<file path="src/hw/rtl/imubrs_pkg.sv">
`timescale 1ns / 1ps
// Shared types and constants for the IMU burst-read sequencer.
package imubrs_pkg;

    localparam int unsigned FRAME_LEN = 14;
    localparam int unsigned NACK_FROM = 13;
    localparam int unsigned NUM_WORDS = FRAME_LEN / 2;
    localparam int unsigned CNT_W     = 4;
    localparam int unsigned CFG_IDX_W = 1;
    localparam int unsigned CFG_W     = 8;

    localparam logic [6:0] DEV_ADDR_RST  = 7'd104;
    localparam logic [7:0] FIRST_REG_RST = 8'd59;

    typedef enum logic [CFG_IDX_W-1:0] {
        CFG_DEVICE_ADDRESS = 1'b0,
        CFG_FIRST_REGISTER = 1'b1
    } t_cfg_idx;

    typedef enum logic [1:0] {
        OP_BEGIN      = 2'd0,
        OP_START_SENT = 2'd1,
        OP_ADDR_ACK   = 2'd2,
        OP_BYTE_DONE  = 2'd3
    } t_op;

    typedef enum logic [2:0] {
        ACT_NONE        = 3'd0,
        ACT_START       = 3'd1,
        ACT_ADDR_W      = 3'd2,
        ACT_INDEX       = 3'd3,
        ACT_ADDR_R      = 3'd4,
        ACT_STORED      = 3'd5,
        ACT_STORED_STOP = 3'd6
    } t_action;

    typedef enum logic [2:0] {
        PH_IDLE    = 3'd0,
        PH_ADDR_W  = 3'd1,
        PH_INDEX   = 3'd2,
        PH_RESTART = 3'd3,
        PH_ADDR_R  = 3'd4,
        PH_DATA    = 3'd5
    } t_phase;

    typedef struct packed {
        logic [1:0] operation;
        logic [7:0] rx_byte;
    } t_in;

    typedef struct packed {
        logic [2:0]         action;
        logic [7:0]         tx_byte;
        logic               sample_valid;
        logic signed [15:0] accel_x;
        logic signed [15:0] accel_y;
        logic signed [15:0] accel_z;
        logic signed [15:0] temperature;
        logic signed [15:0] gyro_x;
        logic signed [15:0] gyro_y;
        logic signed [15:0] gyro_z;
    } t_out;

    typedef struct packed {
        logic             we;
        logic [CNT_W-1:0] idx;
        logic             last;
    } t_store_ctl;

endpackage

</file>
<file path="src/hw/rtl/imubrs_fsm.sv">
`timescale 1ns / 1ps
// Phase sequencer, byte counter and configuration registers.
module imubrs_fsm (
    input  logic                                i_clk,
    input  logic                                i_rst_n,
    input  logic                                i_evt_en,
    input  imubrs_pkg::t_in                     i_evt,
    input  logic                                i_cfg_we,
    input  logic [imubrs_pkg::CFG_IDX_W-1:0]    i_cfg_idx,
    input  logic [imubrs_pkg::CFG_W-1:0]        i_cfg_data,
    output logic [2:0]                          o_action,
    output logic [7:0]                          o_tx_byte,
    output imubrs_pkg::t_store_ctl              o_store
);
    import imubrs_pkg::*;

    t_phase           r_phase, n_phase;
    logic [CNT_W-1:0] r_cnt, n_cnt;
    logic [6:0]       r_dev_addr;
    logic [7:0]       r_first_reg;
    t_action          action;
    logic             last;

    always_ff @(posedge i_clk) begin
        if (!i_rst_n) begin
            r_dev_addr  <= DEV_ADDR_RST;
            r_first_reg <= FIRST_REG_RST;
        end else if (i_cfg_we) begin
            unique case (t_cfg_idx'(i_cfg_idx))
                CFG_DEVICE_ADDRESS: r_dev_addr  <= i_cfg_data[6:0];
                CFG_FIRST_REGISTER: r_first_reg <= i_cfg_data;
                default: ;
            endcase
        end
    end

    always_ff @(posedge i_clk) begin
        if (!i_rst_n) begin
            r_phase <= PH_IDLE;
            r_cnt   <= '0;
        end else if (i_evt_en) begin
            r_phase <= n_phase;
            r_cnt   <= n_cnt;
        end
    end

    always_comb begin
        n_phase   = r_phase;
        n_cnt     = r_cnt;
        action    = ACT_NONE;
        o_tx_byte = 8'd0;
        last      = (r_cnt == CNT_W'(FRAME_LEN - 1));
        o_store   = '{we: 1'b0, idx: r_cnt, last: 1'b0};
        unique case (t_op'(i_evt.operation))
            OP_BEGIN: begin
                if (r_phase == PH_IDLE) action = ACT_START;
            end
            OP_START_SENT: begin
                priority if (r_phase == PH_IDLE) begin
                    action    = ACT_ADDR_W;
                    o_tx_byte = {r_dev_addr, 1'b0};
                    n_phase   = PH_ADDR_W;
                end else if (r_phase == PH_RESTART) begin
                    action    = ACT_ADDR_R;
                    o_tx_byte = {r_dev_addr, 1'b1};
                    n_phase   = PH_ADDR_R;
                end else begin
                end
            end
            OP_ADDR_ACK: begin
                priority if (r_phase == PH_ADDR_W) begin
                    action    = ACT_INDEX;
                    o_tx_byte = r_first_reg;
                    n_phase   = PH_INDEX;
                end else if (r_phase == PH_ADDR_R) begin
                    n_cnt   = '0;
                    n_phase = PH_DATA;
                end else begin
                end
            end
            OP_BYTE_DONE: begin
                priority if (r_phase == PH_INDEX) begin
                    action  = ACT_START;
                    n_phase = PH_RESTART;
                end else if (r_phase == PH_DATA) begin
                    o_store.we   = 1'b1;
                    o_store.last = last;
                    action = (r_cnt >= CNT_W'(NACK_FROM - 1)) ? ACT_STORED_STOP : ACT_STORED;
                    if (last) begin
                        n_cnt   = '0;
                        n_phase = PH_IDLE;
                    end else begin
                        n_cnt = r_cnt + CNT_W'(1);
                    end
                end else begin
                end
            end
            default: ;
        endcase
        o_action = action;
    end

endmodule

</file>
<file path="src/hw/rtl/imubrs_frame.sv">
`timescale 1ns / 1ps
// Frame byte store and big-endian word assembly.
module imubrs_frame (
    input  logic                   i_clk,
    input  logic                   i_evt_en,
    input  logic [7:0]             i_rx_byte,
    input  imubrs_pkg::t_store_ctl i_store,
    output logic [15:0]            o_words [imubrs_pkg::NUM_WORDS]
);
    import imubrs_pkg::*;

    logic [7:0] r_bytes [FRAME_LEN];
    logic [7:0] cur     [FRAME_LEN];

    always_ff @(posedge i_clk) begin
        if (i_evt_en && i_store.we && (i_store.idx < CNT_W'(FRAME_LEN))) begin
            r_bytes[i_store.idx] <= i_rx_byte;
        end
    end

    always_comb begin
        for (int k = 0; k < FRAME_LEN - 1; k++) cur[k] = r_bytes[k];
        cur[FRAME_LEN-1] = i_rx_byte;
        for (int j = 0; j < NUM_WORDS; j++) begin
            o_words[j] = i_store.last ? {cur[2*j], cur[2*j+1]} : 16'd0;
        end
    end

endmodule

</file>
<file path="src/hw/rtl/imubrs_out_buf.sv">
`timescale 1ns / 1ps
// Result register with skid stage on the output channel.
module imubrs_out_buf (
    input  logic              i_clk,
    input  logic              i_rst_n,
    input  logic              i_push,
    input  imubrs_pkg::t_out  i_res,
    output logic              o_space,
    output logic              o_valid,
    input  logic              i_ready,
    output imubrs_pkg::t_out  o_data
);
    import imubrs_pkg::*;

    logic r_o_vld, r_s_vld;
    t_out r_o, r_s;
    logic pop;

    assign pop     = r_o_vld && i_ready;
    assign o_space = !r_s_vld;
    assign o_valid = r_o_vld;
    assign o_data  = r_o;

    always_ff @(posedge i_clk) begin
        if (!i_rst_n) begin
            r_o_vld <= 1'b0;
            r_s_vld <= 1'b0;
        end else if (pop) begin
            if (r_s_vld) begin
                r_s_vld <= 1'b0;
            end else begin
                r_o_vld <= i_push;
            end
        end else if (!r_o_vld) begin
            r_o_vld <= i_push;
        end else if (i_push) begin
            r_s_vld <= 1'b1;
        end
    end

    always_ff @(posedge i_clk) begin
        if (pop) begin
            r_o <= r_s_vld ? r_s : i_res;
        end else if (!r_o_vld) begin
            r_o <= i_res;
        end else if (i_push) begin
            r_s <= i_res;
        end
    end

endmodule

</file>
<file path="src/hw/rtl/imu_burst_read_sequencer_top.sv">
`timescale 1ns / 1ps
// Top level of the IMU burst-read sequencer.
//
//  channel   signals                          width          direction
//  event     i_valid / o_ready / i_data       t_in  (10)     in
//  result    o_valid / i_ready / o_data       t_out (124)    out
//  config    i_cfg_we / i_cfg_idx / i_cfg_data 1 + 1 + 8     in
//
// One event is taken per cycle while o_ready is high; its result is registered on acceptance.
// Phase and byte count update at the accept edge; the 14-entry byte store is write-only
// per event and read as a whole on the last data byte.
// Reset clears phase, count, config to defaults and the output stages.
// A stalled result sits in the output register; one more event fits in the skid stage.
module imu_burst_read_sequencer_top (
    input  logic                              i_clk,
    input  logic                              i_rst_n,
    input  logic                              i_valid,
    output logic                              o_ready,
    input  imubrs_pkg::t_in                   i_data,
    output logic                              o_valid,
    input  logic                              i_ready,
    output imubrs_pkg::t_out                  o_data,
    input  logic                              i_cfg_we,
    input  logic [imubrs_pkg::CFG_IDX_W-1:0]  i_cfg_idx,
    input  logic [imubrs_pkg::CFG_W-1:0]      i_cfg_data
);
    import imubrs_pkg::*;

    logic       evt_en;
    logic [2:0] action;
    logic [7:0] tx_byte;
    t_store_ctl store;
    logic [15:0] words [NUM_WORDS];
    t_out       res;

    assign evt_en = i_valid && o_ready;

    imubrs_fsm u_fsm (
        .i_clk      (i_clk),
        .i_rst_n    (i_rst_n),
        .i_evt_en   (evt_en),
        .i_evt      (i_data),
        .i_cfg_we   (i_cfg_we),
        .i_cfg_idx  (i_cfg_idx),
        .i_cfg_data (i_cfg_data),
        .o_action   (action),
        .o_tx_byte  (tx_byte),
        .o_store    (store)
    );

    imubrs_frame u_frame (
        .i_clk     (i_clk),
        .i_evt_en  (evt_en),
        .i_rx_byte (i_data.rx_byte),
        .i_store   (store),
        .o_words   (words)
    );

    always_comb begin
        res.action       = action;
        res.tx_byte      = tx_byte;
        res.sample_valid = store.last;
        res.accel_x      = words[0];
        res.accel_y      = words[1];
        res.accel_z      = words[2];
        res.temperature  = words[3];
        res.gyro_x       = words[4];
        res.gyro_y       = words[5];
        res.gyro_z       = words[6];
    end

    imubrs_out_buf u_out (
        .i_clk   (i_clk),
        .i_rst_n (i_rst_n),
        .i_push  (evt_en),
        .i_res   (res),
        .o_space (o_ready),
        .o_valid (o_valid),
        .i_ready (i_ready),
        .o_data  (o_data)
    );

    a_ready_implies_full: assert property (@(posedge i_clk) disable iff (!i_rst_n)
        !o_ready |-> o_valid)
        else $error("skid stage holds a transaction while output register is empty");

    a_sample_has_stop: assert property (@(posedge i_clk) disable iff (!i_rst_n)
        (o_valid && o_data.sample_valid) |-> (o_data.action == ACT_STORED_STOP))
        else $error("frame completed without nack and stop action");

    a_tx_only_on_send: assert property (@(posedge i_clk) disable iff (!i_rst_n)
        (o_valid && o_data.tx_byte != 8'd0) |->
        (o_data.action == ACT_ADDR_W || o_data.action == ACT_ADDR_R
         || o_data.action == ACT_INDEX))
        else $error("transmit byte set on a non-transmit action");

    a_last_resets_phase: assert property (@(posedge i_clk) disable iff (!i_rst_n)
        (evt_en && store.last) |=> (u_fsm.r_phase == PH_IDLE))
        else $error("phase not idle after last frame byte");

endmodule

</file>
<file path="config.mk">
export PLATFORM = sky130hd
export DESIGN_NAME = imu_burst_read_sequencer_top
export DESIGN_NICKNAME = d
export VERILOG_FILES = /design/src/hw/rtl/imubrs_pkg.sv /design/src/hw/rtl/imubrs_fsm.sv /design/src/hw/rtl/imubrs_frame.sv /design/src/hw/rtl/imubrs_out_buf.sv /design/src/hw/rtl/imu_burst_read_sequencer_top.sv
export SDC_FILE = /design/constraint.sdc
export NUM_CORES = 1
export LEC_CHECK = 0
export BUFFER_PORTS_ARGS = -buffer_cell sky130_fd_sc_hd__buf_2
export CAP_MARGIN = 40
export CELL_PAD_IN_SITES_DETAIL_PLACEMENT = 1
export CELL_PAD_IN_SITES_GLOBAL_PLACEMENT = 2
export CORE_MARGIN = 2
export CORE_UTILIZATION = 33
export DETAILED_ROUTE_END_ITERATION = 10
export HOLD_SLACK_MARGIN = 0.02
export PLACE_DENSITY = 0.63
export REMOVE_ABC_BUFFERS = 1
export SETUP_SLACK_MARGIN = 0.02
export SLEW_MARGIN = 5
export SYNTH_ARGS = -nofsm -noshare
export SYNTH_HDL_FRONTEND = slang
export SYNTH_HIERARCHICAL = 1
export SYNTH_SLANG_ARGS = --single-unit
</file>
<file path="constraint.sdc">
create_clock -name i_clk -period 13.3 [get_ports i_clk]
set_clock_uncertainty 0.05 [all_clocks]
set_input_delay 1.33 -clock i_clk [delete_from_list [all_inputs] [get_ports i_clk]]
set_output_delay 1.33 -clock i_clk [all_outputs]
set_load 0.01 [all_outputs]
</file>
==> results.txt <==
----------------------------------------------------
[Worst setup path]
  Worst EP required ... 13.43 ns
  Arrival time at the worst endpoint ... 3.36 ns
  CP max stage delay ... 0.73 ns
  Cells along the critical path ... buf_2 > ha_1 > nand3_1 > inv_1 > nand4bb_1 > nor2_1
  Library cell contributing the largest single delay on the critical path ... nor2_1
  Crit Path Category ... primary input to register
  Count of cells along the worst register-to-register path ... 6
  CP startpoint kind ... primary input
  CP max FO ... 12
  Endpoint class of the critical path ... register

[Layout]
  Antenna cell count ... 0
  Final #Nets ... 1025
  Growth of design area from synthesis to finish ... 18.7%
  Layout cells sized above 1 ... 34.8%

[Clock network]
  Clock Tree Root ... clkbuf_16
  Clock latency on the worst-skew pair ... 0.55 ns
  Clock tree from TritonCTS ... done
  CTS buffer count ... 42
  CTS H-Tree Depth ... 2
  Maximum buffer depth of the clock tree ... 3
  Clock sink count ... 376
  Number of gates resized after cts ... 0
  Quantity of hold-fixing buffers added after cts ... 0
  Post-CTS setup repair buffer count ... 0
  CTS clock-pin slew for the worst setup and hold paths ... 0.06 ns

[Place]
  Worst slack after detailed placement ... 9.42 ns
  Detailed placer's ending HPWL ... 18.8 mm
  Final RePlAce weighted congestion ... 0.676
  Count of port buffers added during placement ... 149

[Floorplanning]
  Effective utilization at floorplan ... 33.3%
  Die Wd ... 215 um
  Number of rows created at floorplan ... 77
  Standard cell core area ... 44000 sq um
  I/O pin total ... 150
  Vert. Die Dim ... 215 um
  Die Footprint ... 46100 sq um

[Run status]
  Run status ... finished clean

[Power]
  Power spent charging and discharging nets ... 0.000539 W
  Share of total power in combinational logic ... 3.9%
  Pwr/cell area ... 145 nW/um^2
  Net switching share of the total power ... 21.3%
  Clock Power Share ... 43.1%
  Cell internal power dissipation ... 0.00199 W
  Maximum ir drop on the vdd rail ... 0.0000792 V
  Relative contribution of sequential cells to total power ... 53.0%
  Static Leak ... 6.73 nW

[Timing]
  Slack of the critical path ... 10.07 ns
  Max transition margin ... 41.1%
  Timing-limited maximum frequency ... 310 MHz
  Final-layout worst hold slack ... 0.412 ns
  Setup repair after global routing missed its margin ... false
  Final Setup Violations ... 0
  Minimum period implied by the final worst setup slack ... 3.23 ns
  Final Cycle Share ... 24.3%
  Final Hold Fails ... 0
  Summed negative setup slack over all endpoints ... 0 ns
  Worst Tran Pin Value ... 0.881 ns
  Final slew viol count ... 0

[Logic synthesis]
  Sequential fraction of the synthesis area ... 75.4%
  Mapped cell area ... 14700 sq um
  Yosys cell types ... 47
  Most common cell in the netlist ... edfxtp_1
  Synth Instances ... 821
  Largest area contributor in the netlist ... edfxtp_1
  Ys flop type ... edfxtp_1
  Number of synthesized register bits ... 376
  Synth cell count leaders ... 352 x edfxtp_1, 114 x and2_1, 65 x mux2_2
  Number of flops mapped to enable cells by yosys ... 352
  Yosys warns ... 6
  Async set-or-reset flop fraction in the synthesized netlist ... 0%
  Top cells by area, synth ... edfxtp_1 72%, mux2_4 6.1%, mux2_2 5.0%
  Fraction of synthesized cell area taken by the top area cell type ... 72.1%
  Average cell area after synthesis ... 17.9 sq um

[Routing]
  Initial drt markers ... 402
  Vias per inst ... 4.53
  Number of nets still failing antenna checks after routing ... 0
  Post-DR wirelength/cell ... 18.8 um
  Post-Route WL ... 30.5 mm
  Count of vias placed by the detailed router ... 7338
  Detailed-route DRC error count ... 0
  Detailed-routing iteration count for the pre-antenna-repair pass ... 7

[Global route]
  Overflow left after global routing ... 0
  Initial antenna violation count ... 0
  Global-route wire length before repair ... 46.7 mm
  Overall track demand over capacity in global routing ... 13.1%
  Via count of the first global-routing pass ... 7597
  Maximum number of pins on one net before global-route repair ... 69

[Worst hold path]
  Path type of the worst min-delay path ... register to register
  Cell depth of the worst hold path ... 2

[Job]
  Max Cap Viol ... 0

----------------------------------------------------
metal layers:
layer	vias up	GRT usage (%)	routed length (um)
li1	3437	-	-
met1	3711	17.6	14000
met2	139	21.4	14600
met3	51	3.00	1320
met4	0	3.73	642
met5	-	0	0
worst paths after layout:
path / from / to / slack, ns
worst max-delay path: i_data[8] / u_frame/r_bytes[1][5] / 10.07
worst max register to register: u_out/o_valid / u_out/r_s[53] / 10.56
worst min-delay path: u_fsm/r_dev_addr[0] / u_fsm/r_dev_addr[0] / 0.41
worst min register to register: u_fsm/r_dev_addr[0] / u_fsm/r_dev_addr[0] / 0.41
placed cells by master, fill, tap and decap left out, types with 6 or more instances in the layout:
| cell | count |
|---|---|
| clkinv_1 | 6 |
| nor2b_1 | 10 |
| buf_4 | 11 |
| inv_1 | 9 |
| a22oi_1 | 7 |
| dfxtp_1 | 24 |
| nor3_1 | 6 |
| edfxtp_1 | 352 |
| nor2_1 | 13 |
| clkinv_2 | 9 |
| buf_2 | 151 |
| nand3b_1 | 6 |
| mux2_4 | 60 |
| nand3_1 | 9 |
| clkbuf_1 | 13 |
| a21oi_1 | 12 |
| mux2_2 | 65 |
| clkbuf_16 | 42 |
| nand2_1 | 45 |
| and2_1 | 114 |
kinds of logic (layout without fill, tap and decap cells):
family / Yosys count / in the layout / share of synthesized area (%)
multiplexers: 130 / 130 / 11.5
AO/OA/AOI/OAI: 40 / 40 / 1.89
XOR/XNOR: 2 / 2 / 0.119
flip-flops: 376 / 376 / 75.4
adder cells (fa/ha/maj): 5 / 5 / 0.427
AND/OR/NAND/NOR: 223 / 223 / 8.58
buffers and inverters: 45 / 253 / 2.16
area by class of cell:
class	instances	area [sq um]
clock buffer	56	1110
fill	4406	26600
tap	592	741
clock inverter	21	179
timing repair buffer	167	968
inverter	9	33.8
multi-input combinational	400	3330
sequential	376	11100
per-stage QoR:
stage,power (W),cell area [sq um],utilization (%),cells
detailed placement,0.00147,16100,36.6,1544
global route,0.00263,17400,39.6,1621
finish,0.00253,17400,39.6,1621
CTS,0.00258,17400,39.6,1621
floorplan,0.00142,14400,-,785
global placement,0.00147,16000,36.3,1536
power groups by stage:
stage / registers (W) / logic [W] / clock network [W]
floorplan: 0.00138 / 0.0000376 / 0
global placement: 0.00137 / 0.0000978 / 0
detailed placement: 0.00137 / 0.000101 / 0
CTS: 0.00134 / 0.000101 / 0.00113
global route: 0.00135 / 0.000107 / 0.00117
finish: 0.00134 / 0.0000976 / 0.00109
worst max-delay path, delay by kind of cell:
family / cells / cell delay, ns
buffers and inverters: 2 / 0.34
and+or+nand+nor: 3 / 1.21
adders and majority gates: 1 / 0.45
Power figures use the tool's default switching activity.
